**src/rtl/olex_pkg.sv**
```systemverilog
// ----------------------------------------------------------------------------
// olex_pkg: shared types and constants of the Oberon symbol lexer
// Scan modes, character codes, token and error codes, the result beat layout.
// ----------------------------------------------------------------------------
`default_nettype none

package olex_pkg;

  // Counter widths (defaults for the top level parameters)
  localparam int unsigned LineBitsDef   = 16;
  localparam int unsigned ColumnBitsDef = 16;

  // Result queue depth (two results per item at most)
  localparam int unsigned QueueDepth = 4;
  localparam int unsigned QueueAw    = $clog2(QueueDepth);

  // Scan mode
  typedef enum logic [2:0] {
    MODE_NORMAL       = 3'd0,
    MODE_LT           = 3'd1,
    MODE_GT           = 3'd2,
    MODE_COLON        = 3'd3,
    MODE_PAREN        = 3'd4,
    MODE_COMMENT      = 3'd5,
    MODE_COMMENT_STAR = 3'd6
  } scan_mode_e;

  // Character codes
  localparam logic [7:0] CH_LT     = 8'h3C;
  localparam logic [7:0] CH_GT     = 8'h3E;
  localparam logic [7:0] CH_COLON  = 8'h3A;
  localparam logic [7:0] CH_LPAREN = 8'h28;
  localparam logic [7:0] CH_RPAREN = 8'h29;
  localparam logic [7:0] CH_STAR   = 8'h2A;
  localparam logic [7:0] CH_EQ     = 8'h3D;
  localparam logic [7:0] CH_NL     = 8'h0A;
  localparam logic [7:0] CH_CR     = 8'h0D;
  localparam logic [7:0] CH_TAB    = 8'h09;
  localparam logic [7:0] CH_SPACE  = 8'h20;

  // Token codes of the two-character and pending symbols
  localparam logic [4:0] TOK_LT     = 5'd13;
  localparam logic [4:0] TOK_GT     = 5'd14;
  localparam logic [4:0] TOK_COLON  = 5'd15;
  localparam logic [4:0] TOK_LPAREN = 5'd16;
  localparam logic [4:0] TOK_LE     = 5'd17;
  localparam logic [4:0] TOK_GE     = 5'd18;
  localparam logic [4:0] TOK_ASSIGN = 5'd19;

  // Error codes
  localparam logic ERR_UNEXPECTED   = 1'b0;
  localparam logic ERR_OPEN_COMMENT = 1'b1;

  // One result beat
  typedef struct packed {
    logic        is_error;
    logic [4:0]  token_kind;
    logic        error_kind;
    logic [7:0]  bad_char;
    logic [15:0] line_number;
    logic [15:0] column_number;
    logic        last_of_run;
  } result_t;

  // Results of one accepted item
  typedef struct packed {
    logic    r0_valid;
    logic    r1_valid;
    result_t r0;
    result_t r1;
  } step_out_t;

  // Single-character symbols: {hit, code}
  function automatic logic [4:0] single_code(input logic [7:0] c);
    logic [4:0] r;
    case (c)
      8'h26:   r = {1'b1, 4'd0};   // &
      8'h2C:   r = {1'b1, 4'd1};   // ,
      8'h2E:   r = {1'b1, 4'd2};   // .
      8'h3D:   r = {1'b1, 4'd3};   // =
      8'h23:   r = {1'b1, 4'd4};   // #
      8'h5B:   r = {1'b1, 4'd5};   // [
      8'h2D:   r = {1'b1, 4'd6};   // -
      8'h2B:   r = {1'b1, 4'd7};   // +
      8'h5D:   r = {1'b1, 4'd8};   // ]
      8'h29:   r = {1'b1, 4'd9};   // )
      8'h3B:   r = {1'b1, 4'd10};  // ;
      8'h2A:   r = {1'b1, 4'd11};  // *
      8'h7E:   r = {1'b1, 4'd12};  // ~
      default: r = 5'd0;
    endcase
    return r;
  endfunction

endpackage

`default_nettype wire

```
**src/rtl/olex_step.sv**
```systemverilog
// ----------------------------------------------------------------------------
// olex_step: next-state and result logic for one source character
// Mode update, saturating line/column counters and up to two result beats.
// ----------------------------------------------------------------------------
`default_nettype none

module olex_step
  import olex_pkg::*;
#(
  parameter int unsigned LINE_BITS   = LineBitsDef,
  parameter int unsigned COLUMN_BITS = ColumnBitsDef
) (
  input  logic [7:0]             char_code_i,
  input  logic                   end_marker_i,
  input  logic                   report_columns_i,
  input  scan_mode_e             mode_i,
  input  logic [LINE_BITS-1:0]   line_i,
  input  logic [COLUMN_BITS-1:0] col_i,
  output scan_mode_e             mode_o,
  output logic [LINE_BITS-1:0]   line_o,
  output logic [COLUMN_BITS-1:0] col_o,
  output step_out_t              step_o
);

  localparam logic [LINE_BITS-1:0]   LineOne = LINE_BITS'(1);
  localparam logic [COLUMN_BITS-1:0] ColOne  = COLUMN_BITS'(1);

  // Saturate counters into the 16-bit result fields
  function automatic logic [15:0] line_sat(input logic [LINE_BITS-1:0] v);
    logic [32:0] w;
    w = 33'(v);
    return (w > 33'd65535) ? 16'hFFFF : w[15:0];
  endfunction

  function automatic logic [15:0] col_sat(input logic [COLUMN_BITS-1:0] v);
    logic [32:0] w;
    w = 33'(v);
    return (w > 33'd65535) ? 16'hFFFF : w[15:0];
  endfunction

  function automatic logic [COLUMN_BITS-1:0] col_inc(input logic [COLUMN_BITS-1:0] v);
    return (&v) ? v : v + ColOne;
  endfunction

  logic [COLUMN_BITS-1:0] col1, col2;
  logic [LINE_BITS-1:0]   line_inc;
  logic [15:0]            line16;
  logic [4:0]             single;
  logic                   pending;

  // Normal-mode character handler
  logic                   n_emit;
  result_t                n_res;
  scan_mode_e             n_mode;
  logic [COLUMN_BITS-1:0] n_col, n_base, n_next;
  logic [LINE_BITS-1:0]   n_line;

  result_t pend_tok;

  assign col1     = col_inc(col_i);
  assign col2     = col_inc(col1);
  assign line_inc = (&line_i) ? line_i : line_i + LineOne;
  assign line16   = line_sat(line_i);
  assign single   = single_code(char_code_i);

  // A pending symbol goes out alone ahead of the new character
  assign pending = !end_marker_i &&
                   (((mode_i == MODE_LT || mode_i == MODE_GT || mode_i == MODE_COLON) &&
                     char_code_i != CH_EQ) ||
                    (mode_i == MODE_PAREN && char_code_i != CH_STAR));

  // Column base of the handler: one further on when a pending symbol went out first
  assign n_base = pending ? col1 : col_i;
  assign n_next = pending ? col2 : col1;

  always_comb begin
    n_emit = 1'b0;
    n_res  = '0;
    n_mode = MODE_NORMAL;
    n_col  = n_base;
    n_line = line_i;
    n_res.line_number = line16;
    if (single[4]) begin
      n_emit           = 1'b1;
      n_res.token_kind = {1'b0, single[3:0]};
      n_col            = n_next;
    end else if (char_code_i == CH_LT) begin
      n_mode = MODE_LT;
    end else if (char_code_i == CH_GT) begin
      n_mode = MODE_GT;
    end else if (char_code_i == CH_COLON) begin
      n_mode = MODE_COLON;
    end else if (char_code_i == CH_LPAREN) begin
      n_mode = MODE_PAREN;
    end else if (char_code_i == CH_SPACE || char_code_i == CH_CR ||
                 char_code_i == CH_TAB) begin
      n_col = n_next;
    end else if (char_code_i == CH_NL) begin
      n_line = line_inc;
      n_col  = ColOne;
    end else begin
      n_emit              = 1'b1;
      n_res.is_error      = 1'b1;
      n_res.error_kind    = ERR_UNEXPECTED;
      n_res.bad_char      = char_code_i;
      n_res.column_number = report_columns_i ? col_sat(n_base) : 16'd0;
      n_col               = n_next;
    end
  end

  // Single symbol of the pending mode
  always_comb begin
    pend_tok             = '0;
    pend_tok.line_number = line16;
    case (mode_i)
      MODE_LT:    pend_tok.token_kind = TOK_LT;
      MODE_GT:    pend_tok.token_kind = TOK_GT;
      MODE_COLON: pend_tok.token_kind = TOK_COLON;
      MODE_PAREN: pend_tok.token_kind = TOK_LPAREN;
      default:    pend_tok.token_kind = TOK_LT;
    endcase
  end

  // Main mode update
  always_comb begin
    mode_o        = mode_i;
    line_o        = line_i;
    col_o         = col_i;
    step_o        = '0;
    step_o.r0.line_number = line16;
    step_o.r1     = n_res;
    if (end_marker_i) begin
      case (mode_i)
        MODE_LT, MODE_GT, MODE_COLON, MODE_PAREN: begin
          step_o.r0_valid = 1'b1;
          step_o.r0       = pend_tok;
        end
        MODE_COMMENT, MODE_COMMENT_STAR: begin
          step_o.r0_valid            = 1'b1;
          step_o.r0.is_error         = 1'b1;
          step_o.r0.error_kind       = ERR_OPEN_COMMENT;
          step_o.r0.column_number    = report_columns_i ? col_sat(col_i) : 16'd0;
        end
        default: ;
      endcase
      mode_o = MODE_NORMAL;
      line_o = LineOne;
      col_o  = ColOne;
    end else begin
      case (mode_i)
        MODE_LT, MODE_GT, MODE_COLON: begin
          step_o.r0_valid = 1'b1;
          if (char_code_i == CH_EQ) begin
            step_o.r0 = pend_tok;
            case (mode_i)
              MODE_LT: step_o.r0.token_kind = TOK_LE;
              MODE_GT: step_o.r0.token_kind = TOK_GE;
              default: step_o.r0.token_kind = TOK_ASSIGN;
            endcase
            col_o  = col2;
            mode_o = MODE_NORMAL;
          end else begin
            step_o.r0       = pend_tok;
            step_o.r1_valid = n_emit;
            mode_o          = n_mode;
            line_o          = n_line;
            col_o           = n_col;
          end
        end
        MODE_PAREN: begin
          if (char_code_i == CH_STAR) begin
            col_o  = col2;
            mode_o = MODE_COMMENT;
          end else begin
            step_o.r0_valid = 1'b1;
            step_o.r0       = pend_tok;
            step_o.r1_valid = n_emit;
            mode_o          = n_mode;
            line_o          = n_line;
            col_o           = n_col;
          end
        end
        MODE_COMMENT, MODE_COMMENT_STAR: begin
          if (char_code_i == CH_NL) begin
            line_o = line_inc;
            col_o  = ColOne;
            mode_o = MODE_COMMENT;
          end else begin
            col_o = col1;
            if (char_code_i == CH_STAR) begin
              mode_o = MODE_COMMENT_STAR;
            end else if (char_code_i == CH_RPAREN && mode_i == MODE_COMMENT_STAR) begin
              mode_o = MODE_NORMAL;
            end else begin
              mode_o = MODE_COMMENT;
            end
          end
        end
        default: begin
          step_o.r0_valid = n_emit;
          step_o.r0       = n_res;
          mode_o          = n_mode;
          line_o          = n_line;
          col_o           = n_col;
        end
      endcase
    end
    // Mark the final beat of this item
    step_o.r0.last_of_run = ~step_o.r1_valid;
    step_o.r1.last_of_run = 1'b1;
  end

endmodule

`default_nettype wire

```
**src/rtl/oberon_symbol_lexer.sv**
```systemverilog
// ----------------------------------------------------------------------------
// oberon_symbol_lexer: operator-token lexer for Oberon-0 source text
// One source character per input beat; emits operator tokens and errors.
// ----------------------------------------------------------------------------
// Usage:
//   Input channel (in_valid_i/in_ready_o) carries char_code_i and
//   end_marker_i. Output channel (out_valid_o/out_ready_i) carries one
//   token or error per beat; last_of_run_o marks the final beat of an item.
//   cfg_we_i/cfg_wdata_i writes report_columns (reset 1).
// Output: results are written into the 4-entry queue, read from its head.
// Throughput: one character per cycle while two queue entries are free;
//   an item with two results (pending symbol flushed plus a new token or
//   error) sends them one per beat through the single result port.
// Reset: mode normal, line and column 1, queue empty, report_columns 1.
//   No clearing pass; the block is ready as soon as reset is released.
// Stall: while out_ready_i is low the queue fills; in_ready_o drops once
//   fewer than two entries are free, so no result is ever lost.
// End marker: flushes a pending symbol or reports an open comment, then
//   returns line and column to 1 for the next source.
// ----------------------------------------------------------------------------
`default_nettype none

module oberon_symbol_lexer
  import olex_pkg::*;
#(
  parameter int unsigned LINE_BITS   = LineBitsDef,
  parameter int unsigned COLUMN_BITS = ColumnBitsDef
) (
  input  logic        clk_i,
  input  logic        rst_ni,
  // configuration
  input  logic        cfg_we_i,
  input  logic        cfg_wdata_i,
  // input beats
  input  logic        in_valid_i,
  output logic        in_ready_o,
  input  logic [7:0]  char_code_i,
  input  logic        end_marker_i,
  // output beats
  output logic        out_valid_o,
  input  logic        out_ready_i,
  output logic        is_error_o,
  output logic [4:0]  token_kind_o,
  output logic        error_kind_o,
  output logic [7:0]  bad_char_o,
  output logic [15:0] line_number_o,
  output logic [15:0] column_number_o,
  output logic        last_of_run_o
);

  localparam logic [QueueAw:0] QueueFull = (QueueAw+1)'(QueueDepth);

  logic                   report_q;
  scan_mode_e             mode_q, mode_d;
  logic [LINE_BITS-1:0]   line_q, line_d;
  logic [COLUMN_BITS-1:0] col_q, col_d;
  step_out_t              step;

  result_t                queue_q [QueueDepth];
  logic [QueueAw-1:0]     wr_q, rd_q;
  logic [QueueAw:0]       count_q, count_d;
  logic                   in_fire, out_fire;
  logic [QueueAw:0]       push_n;
  result_t                head;

  assign in_fire  = in_valid_i & in_ready_o;
  assign out_fire = out_valid_o & out_ready_i;

  // Room for two results before an item is taken
  assign in_ready_o  = (count_q <= QueueFull - (QueueAw+1)'(2));
  assign out_valid_o = (count_q != '0);

  // Per-character logic
  olex_step #(
    .LINE_BITS  (LINE_BITS),
    .COLUMN_BITS(COLUMN_BITS)
  ) u_step (
    .char_code_i     (char_code_i),
    .end_marker_i    (end_marker_i),
    .report_columns_i(report_q),
    .mode_i          (mode_q),
    .line_i          (line_q),
    .col_i           (col_q),
    .mode_o          (mode_d),
    .line_o          (line_d),
    .col_o           (col_d),
    .step_o          (step)
  );

  // Configuration register
  always_ff @(posedge clk_i or negedge rst_ni) begin
    if (!rst_ni) begin
      report_q <= 1'b1;
    end else if (cfg_we_i) begin
      report_q <= cfg_wdata_i;
    end
  end

  // Scan state
  always_ff @(posedge clk_i or negedge rst_ni) begin
    if (!rst_ni) begin
      mode_q <= MODE_NORMAL;
      line_q <= LINE_BITS'(1);
      col_q  <= COLUMN_BITS'(1);
    end else if (in_fire) begin
      mode_q <= mode_d;
      line_q <= line_d;
      col_q  <= col_d;
    end
  end

  // Result queue control
  assign push_n  = in_fire ? ((QueueAw+1)'(step.r0_valid) + (QueueAw+1)'(step.r1_valid))
                           : '0;
  assign count_d = count_q + push_n - (QueueAw+1)'(out_fire);

  always_ff @(posedge clk_i or negedge rst_ni) begin
    if (!rst_ni) begin
      wr_q    <= '0;
      rd_q    <= '0;
      count_q <= '0;
    end else begin
      wr_q    <= wr_q + push_n[QueueAw-1:0];
      rd_q    <= rd_q + QueueAw'(out_fire);
      count_q <= count_d;
    end
  end

  // Result queue storage
  always_ff @(posedge clk_i) begin
    if (in_fire && step.r0_valid) begin
      queue_q[wr_q] <= step.r0;
    end
    if (in_fire && step.r1_valid) begin
      queue_q[wr_q + QueueAw'(1)] <= step.r1;
    end
  end

  assign head            = queue_q[rd_q];
  assign is_error_o      = head.is_error;
  assign token_kind_o    = head.token_kind;
  assign error_kind_o    = head.error_kind;
  assign bad_char_o      = head.bad_char;
  assign line_number_o   = head.line_number;
  assign column_number_o = head.column_number;
  assign last_of_run_o   = head.last_of_run;

  // Checks
  a_count_bound: assert property (@(posedge clk_i) disable iff (!rst_ni)
    count_q <= QueueFull)
    else $error("result queue overflow");

  a_end_resets: assert property (@(posedge clk_i) disable iff (!rst_ni)
    in_fire && end_marker_i |=> line_q == LINE_BITS'(1) && col_q == COLUMN_BITS'(1)
                                && mode_q == MODE_NORMAL)
    else $error("end marker did not restore scan state");

  a_second_needs_first: assert property (@(posedge clk_i) disable iff (!rst_ni)
    in_fire && step.r1_valid |-> step.r0_valid && !step.r0.last_of_run)
    else $error("second result without a leading first result");

endmodule

`default_nettype wire
```
**config.mk**
```make
export PLATFORM = sky130hd
export DESIGN_NAME = oberon_symbol_lexer
export DESIGN_NICKNAME = d
export VERILOG_FILES = /design/src/rtl/olex_pkg.sv /design/src/rtl/olex_step.sv /design/src/rtl/oberon_symbol_lexer.sv
export SDC_FILE = /design/constraint.sdc
export NUM_CORES = 1
export LEC_CHECK = 0
export ABC_CLOCK_PERIOD_IN_PS = 6050
export BUFFER_PORTS_ARGS = -buffer_cell sky130_fd_sc_hd__clkbuf_2
export CAP_MARGIN = 20
export CORE_MARGIN = 5
export CORE_UTILIZATION = 57
export CTS_CLUSTER_DIAMETER = 120
export CTS_CLUSTER_SIZE = 16
export DETAILED_ROUTE_END_ITERATION = 12
export GPL_ROUTABILITY_DRIVEN = 0
export PLACE_DENSITY = 0.78
export SLEW_MARGIN = 0
export SYNTH_ARGS = -nofsm -noshare
export SYNTH_HDL_FRONTEND = slang
export SYNTH_HIERARCHICAL = 1
export SYNTH_SLANG_ARGS = --single-unit
```
**constraint.sdc**
```tcl
create_clock -name clk_i -period 6.05 [get_ports clk_i]
set_input_delay 1.21 -clock clk_i [delete_from_list [all_inputs] [get_ports clk_i]]
set_output_delay 1.21 -clock clk_i [all_outputs]
set_load 0.01 [all_outputs]
```
* After elaboration in Yosys (flattened, before gate mapping)
Memory sizes are Yosys's and may differ from the RTL's.
Index checks and enable logic that the tools add are counted.
** Word-level totals
- Bits in writable memories :: 192
- Register bits after elaboration :: 43
- Output and inout bits :: 50
- Memories :: 1
- Logic and storage cells :: 159
** Memory list
- queue_q :: words 4, bits a word 48, read ports 1, clocked after memory_dff 0, wr ports 2, RTL line oberon_symbol_lexer.sv:59 : result_t queue_q [QueueDepth];
** Cells by class
- $add $sub $neg :: 9
- Reduce and logical (&&, ||, !) cells :: 21
- Bitwise logic cells :: 3
- Eq/ne operators :: 31
- Mux-type cells :: 86
- Magnitude comparators :: 1
** Operators by type and width (count)
- 16-bit 2-to-1 mux :: 36
- 48-bit one-hot mux with 3 select lines :: 1
- 8-bit by 6-bit equality test with 1-bit output (second input constant) :: 15
- 16-bit one-hot mux with 3 select lines :: 2
- 5-bit one-hot mux with 13 select lines :: 1
- 9-bit 2-to-1 mux :: 6
- 50-bit 2-to-1 mux :: 1
- 16-bit by 1-bit adder with 16-bit output (second input constant) :: 3
- 48-bit 2-to-1 mux :: 1
- 16-bit AND reduction :: 3
- 47-bit 2-to-1 mux :: 1
- 3-bit 2-to-1 mux :: 11
- 8-bit by 4-bit equality test with 1-bit output (second input constant) :: 3
- 8-bit by 7-bit equality test with 1-bit output (second input constant) :: 3
- 1-bit 2-to-1 mux :: 17
- 8-bit by 6-bit != test with 1-bit output (second input constant) :: 2
- 5-bit one-hot mux with 3 select lines :: 1
- 3-bit equality test (second input constant) :: 3
- 3-bit one-hot mux with 3 select lines :: 1
- 8-bit 2-to-1 mux :: 1
- 3-bit by 2-bit equality test with 1-bit output (second input constant) :: 2
- 1-bit logical AND :: 6
- 3-bit != test (second input constant) :: 2
- 6-bit OR reduction :: 1
- 23 further kinds :: 28

* Logic depth before layout (Yosys ltp)
- Depth after elaboration :: 17
- Mapped depth :: 19

* Cells and area by module
Netlist, hierarchy kept.
** By module, submodules not included
- oberon_symbol_lexer :: cells each 583, sequential area each 6845.3 um2, area each 11108.2 um2, times used 1
- olex_step :: cells each 625, sequential area each 0.0 um2, area each 3839.9 um2, times used 1

* Worst setup path before layout
No wires, ideal clock.
- Path type :: in2reg
- Start point :: input port char_code_i[1]
- End point :: memory queue_q[3][0] in the netlist's numbering (enable)
- Arrival :: 6.704 ns
- Cell stages on the path :: 11
- Path slack :: -1.177 ns
- Library setup time :: 0.523 ns
- Cell sequence :: clkbuf_1 -> and4b_1 -> nand3_1 -> a22oi_4 -> nor2_2 -> clkbuf_1 -> nand3_1 -> inv_1 -> nor2b_1 -> a21oi_1 -> nor3b_1
** RTL lines
- start, declared :: RTL line oberon_symbol_lexer.sv:37 : input logic [7:0] char_code_i,
- end, declared :: RTL line oberon_symbol_lexer.sv:59

==> results.ini <==
[layout]
final_nets=1216
fin_area_mm2=0.01576
antennaDiodeCount=0
syn2layout_area_growth_pct=5.407
final_cell_mix=edfxtp_1, mux2_2, nor2_1
mostFrequentLayoutCell=edfxtp_1
drive_gt1_share_pct=33.17

[logic_synthesis]
ys_seq_area_share_pct=45.79
syn_area_mm2=0.01495
synthFlopType=edfxtp_1
ys_warn_count=6
netlist_instances=1208
synth_area_leaders=edfxtp_1, mux2_2, mux4_2
synth.distinct_cells=89
synth_edf_count=192
ys_ff_latch=235
yosysTopAreaCell=edfxtp_1
avgSynthCellArea_um2=12.37
synthArstFlopShare_pct=18.30
netlist.area_leader.share_pct=38.57

[critical_path]
crit_fanout=25
reg2reg_slack_ps=1160
r2r_start=col_q[0]$_DFFE_PN1N_
path_cells=clkbuf_2, and4b_1, nand3_1, a22oi_4, nor2_2, nand3_1, inv_1, nor2b_1, nand4_4, buf_4, mux2_4
reg2reg_to=col_q[12]$_DFFE_PN0N_
crit_arrival_ps=5160
startpoint=char_code_i[0]
ff2ff_path_depth=14
cp_common_cell=nand3_1
setup.worst_path.start_class=primary input
worstPathRequired_ps=6300
crit_end=queue_q[3][37]$_DFFE_PP_
end_kind=flip-flop
worstSetupPathType=primary input to flip-flop
crit_slowest_cell=nor2_2
worst_path_largest_cell_delay_ps=680

[power_and_ir_drop]
power_switching_mw=1.424
powerDensity_mw_per_mm2=287.0
switching_share_pct=31.48
seqPwrFrac_pct=44.6
intPower_mw=3.099
combPwrFrac_pct=29.9
ir_drop_uv=328.1
p_leak_nw=6.084
clock_power_share_pct=25.6

[grt]
grt_max_degree=50
globalRouteOverflowTotal=0
grt_pass1_vias=10080
antenna_found_initial=0
grt_pass1_wl_um=55710
grt.total_usage_pct=23.52

[route]
vias=10060
drt-total-wl_um=34780
vias_per_cell=6.538
drtPass1Iterations=6
wl_per_cell_um=22.61
drt_iter0_markers=1227
drc=0
ant_nets=0

[timing]
period_needed_ps=4904
finalSetupViolations=0
rsz0062_at_grt=false
slew_headroom_pct=32.00
report.final.hold_viol_count=0
period_share_pct=81.07
clock_skew_ps=14.87
setup_tns_ps=0
max_freq_mhz=203.9
worst_pin_slew_ps=1016
drv_slew=0

[placement]
portBuffers=64
placed_area_mm2=0.01520
hpwl_um=22240

[clocking]
postCtsSetupRepairBufs=0
htreeDepth=1
clockRootBuffer=clkbuf_16
cts_sinks=235
cts-resized-gates=0
clk_latency_ps=510
cts_made_buffers=18
cts_hold_buf=0
clk_path_buf_depth=3
clkTransAtPathRegs_ps=70
cts_tree=done

[floorplanning]
io_pins=65
core_mm2=0.02591
start_util_pct=57.69
design.die.area_mm2=0.02956
dieWidth_um=171.9
die_h_um=171.9
rows=59

[min_path]
holdCritPathClass=flip-flop to flip-flop

[status]
status=completed

[job]
maxCapViolCount=0

[state kept, by name (all words and copies together) (netlist names)]
name      cells
queue_q     192
report_q      1
col_q        16
rd_q          2
line_q       16
count_q       3
mode_q        3
wr_q          2
[Yosys cell counts, types with 20 or more instances]
| cell | number |
|---|---|
| mux2_2 | 182 |
| mux2_4 | 20 |
| and3_1 | 35 |
| nor3_1 | 24 |
| edfxtp_1 | 192 |
| dfrtp_1 | 40 |
| clkbuf_1 | 38 |
| a21oi_1 | 44 |
| buf_4 | 44 |
| o21ai_0 | 39 |
| nand3_1 | 26 |
| mux4_2 | 48 |
| nor2_1 | 74 |
| nand2_1 | 59 |
| buf_2 | 29 |
| mux2_1 | 28 |
[logic make-up after synthesis]
| group | Yosys count | share of synthesized area, % |
|---|---|---|
| flops | 235 | 45.79 |
| xor+xnor | 37 | 2.218 |
| mux | 288 | 25.73 |
| simple gates | 337 | 12.67 |
| compound gates | 163 | 7.475 |
| other cells | 2 | 0.05024 |
| fa+ha+maj | 10 | 0.8873 |
| buf+inv | 136 | 5.173 |
[cell type report]
type                    count  area [um2]
clock buffers              31       520.5
clock inverters             1       7.507
fillers                  1983       10150
inverters                  12       45.04
multi-input cells         838        7383
flip-flops and latches    235        6850
well taps                 335       419.2
repair buffers             86       530.5
[worst min-delay path by stage]
stage                                     from                   end  slack [ps]  cells after the start
final                     count_q[2]$_DFF_PN0_  count_q[2]$_DFF_PN0_         580                      1
after global routing      count_q[2]$_DFF_PN0_  count_q[2]$_DFF_PN0_         590                      1
after CTS                 count_q[2]$_DFF_PN0_  count_q[2]$_DFF_PN0_         580                      1
after detailed placement  count_q[2]$_DFF_PN0_  count_q[2]$_DFF_PN0_         560                      1
after global placement    count_q[2]$_DFF_PN0_  count_q[2]$_DFF_PN0_         540                      1
after floorplan           col_q[3]$_DFFE_PN0N_  col_q[3]$_DFFE_PN0N_         470                      1
[metrics by stage]
stage	util [%]	cells	power [mW]	setup WS, ps	hold slack (ps)
finish	60.81	1538	4.522	1146	576.7
global route	60.81	1538	4.749	908.8	594.4
CTS	60.70	1537	4.549	1191	577.4
detailed placement	58.67	1505	3.403	712.7	560.6
global placement	58.67	1505	3.370	839.1	535.9
floorplan	-	1209	2.968	497.5	473.9
[critical path, delay by kind of cell]
family | cells | cell delay [ps]
multiplexers | 1 | 350
AND/OR/NAND/NOR | 6 | 2470
AO/OA/AOI/OAI | 1 | 130
buffers and inverters | 3 | 960
[per-layer routing]
| layer | GRT usage [%] | share of wire, % | vias to the layer above |
|---|---|---|---|
| met1 | 32.17 | 41 | 4938 |
| li1 | - | - | 4588 |
| met3 | 3.292 | 7.3 | 85 |
| met5 | 0 | 0 | - |
| met2 | 39.56 | 49 | 444 |
| met4 | 6.801 | 2.8 | 0 |
[power by group through the flow]
stage                     Combinational, mW  Sequential (mW)  Clock [mW]
after floorplan                        1.01             1.96           0
after global placement                 1.26             2.11           0
after detailed placement               1.28             2.12           0
after CTS                              1.29             2.08        1.18
after global routing                   1.47             2.04        1.24
final                                  1.35             2.02        1.16
Note: power is estimated with default switching activity, not from simulation.
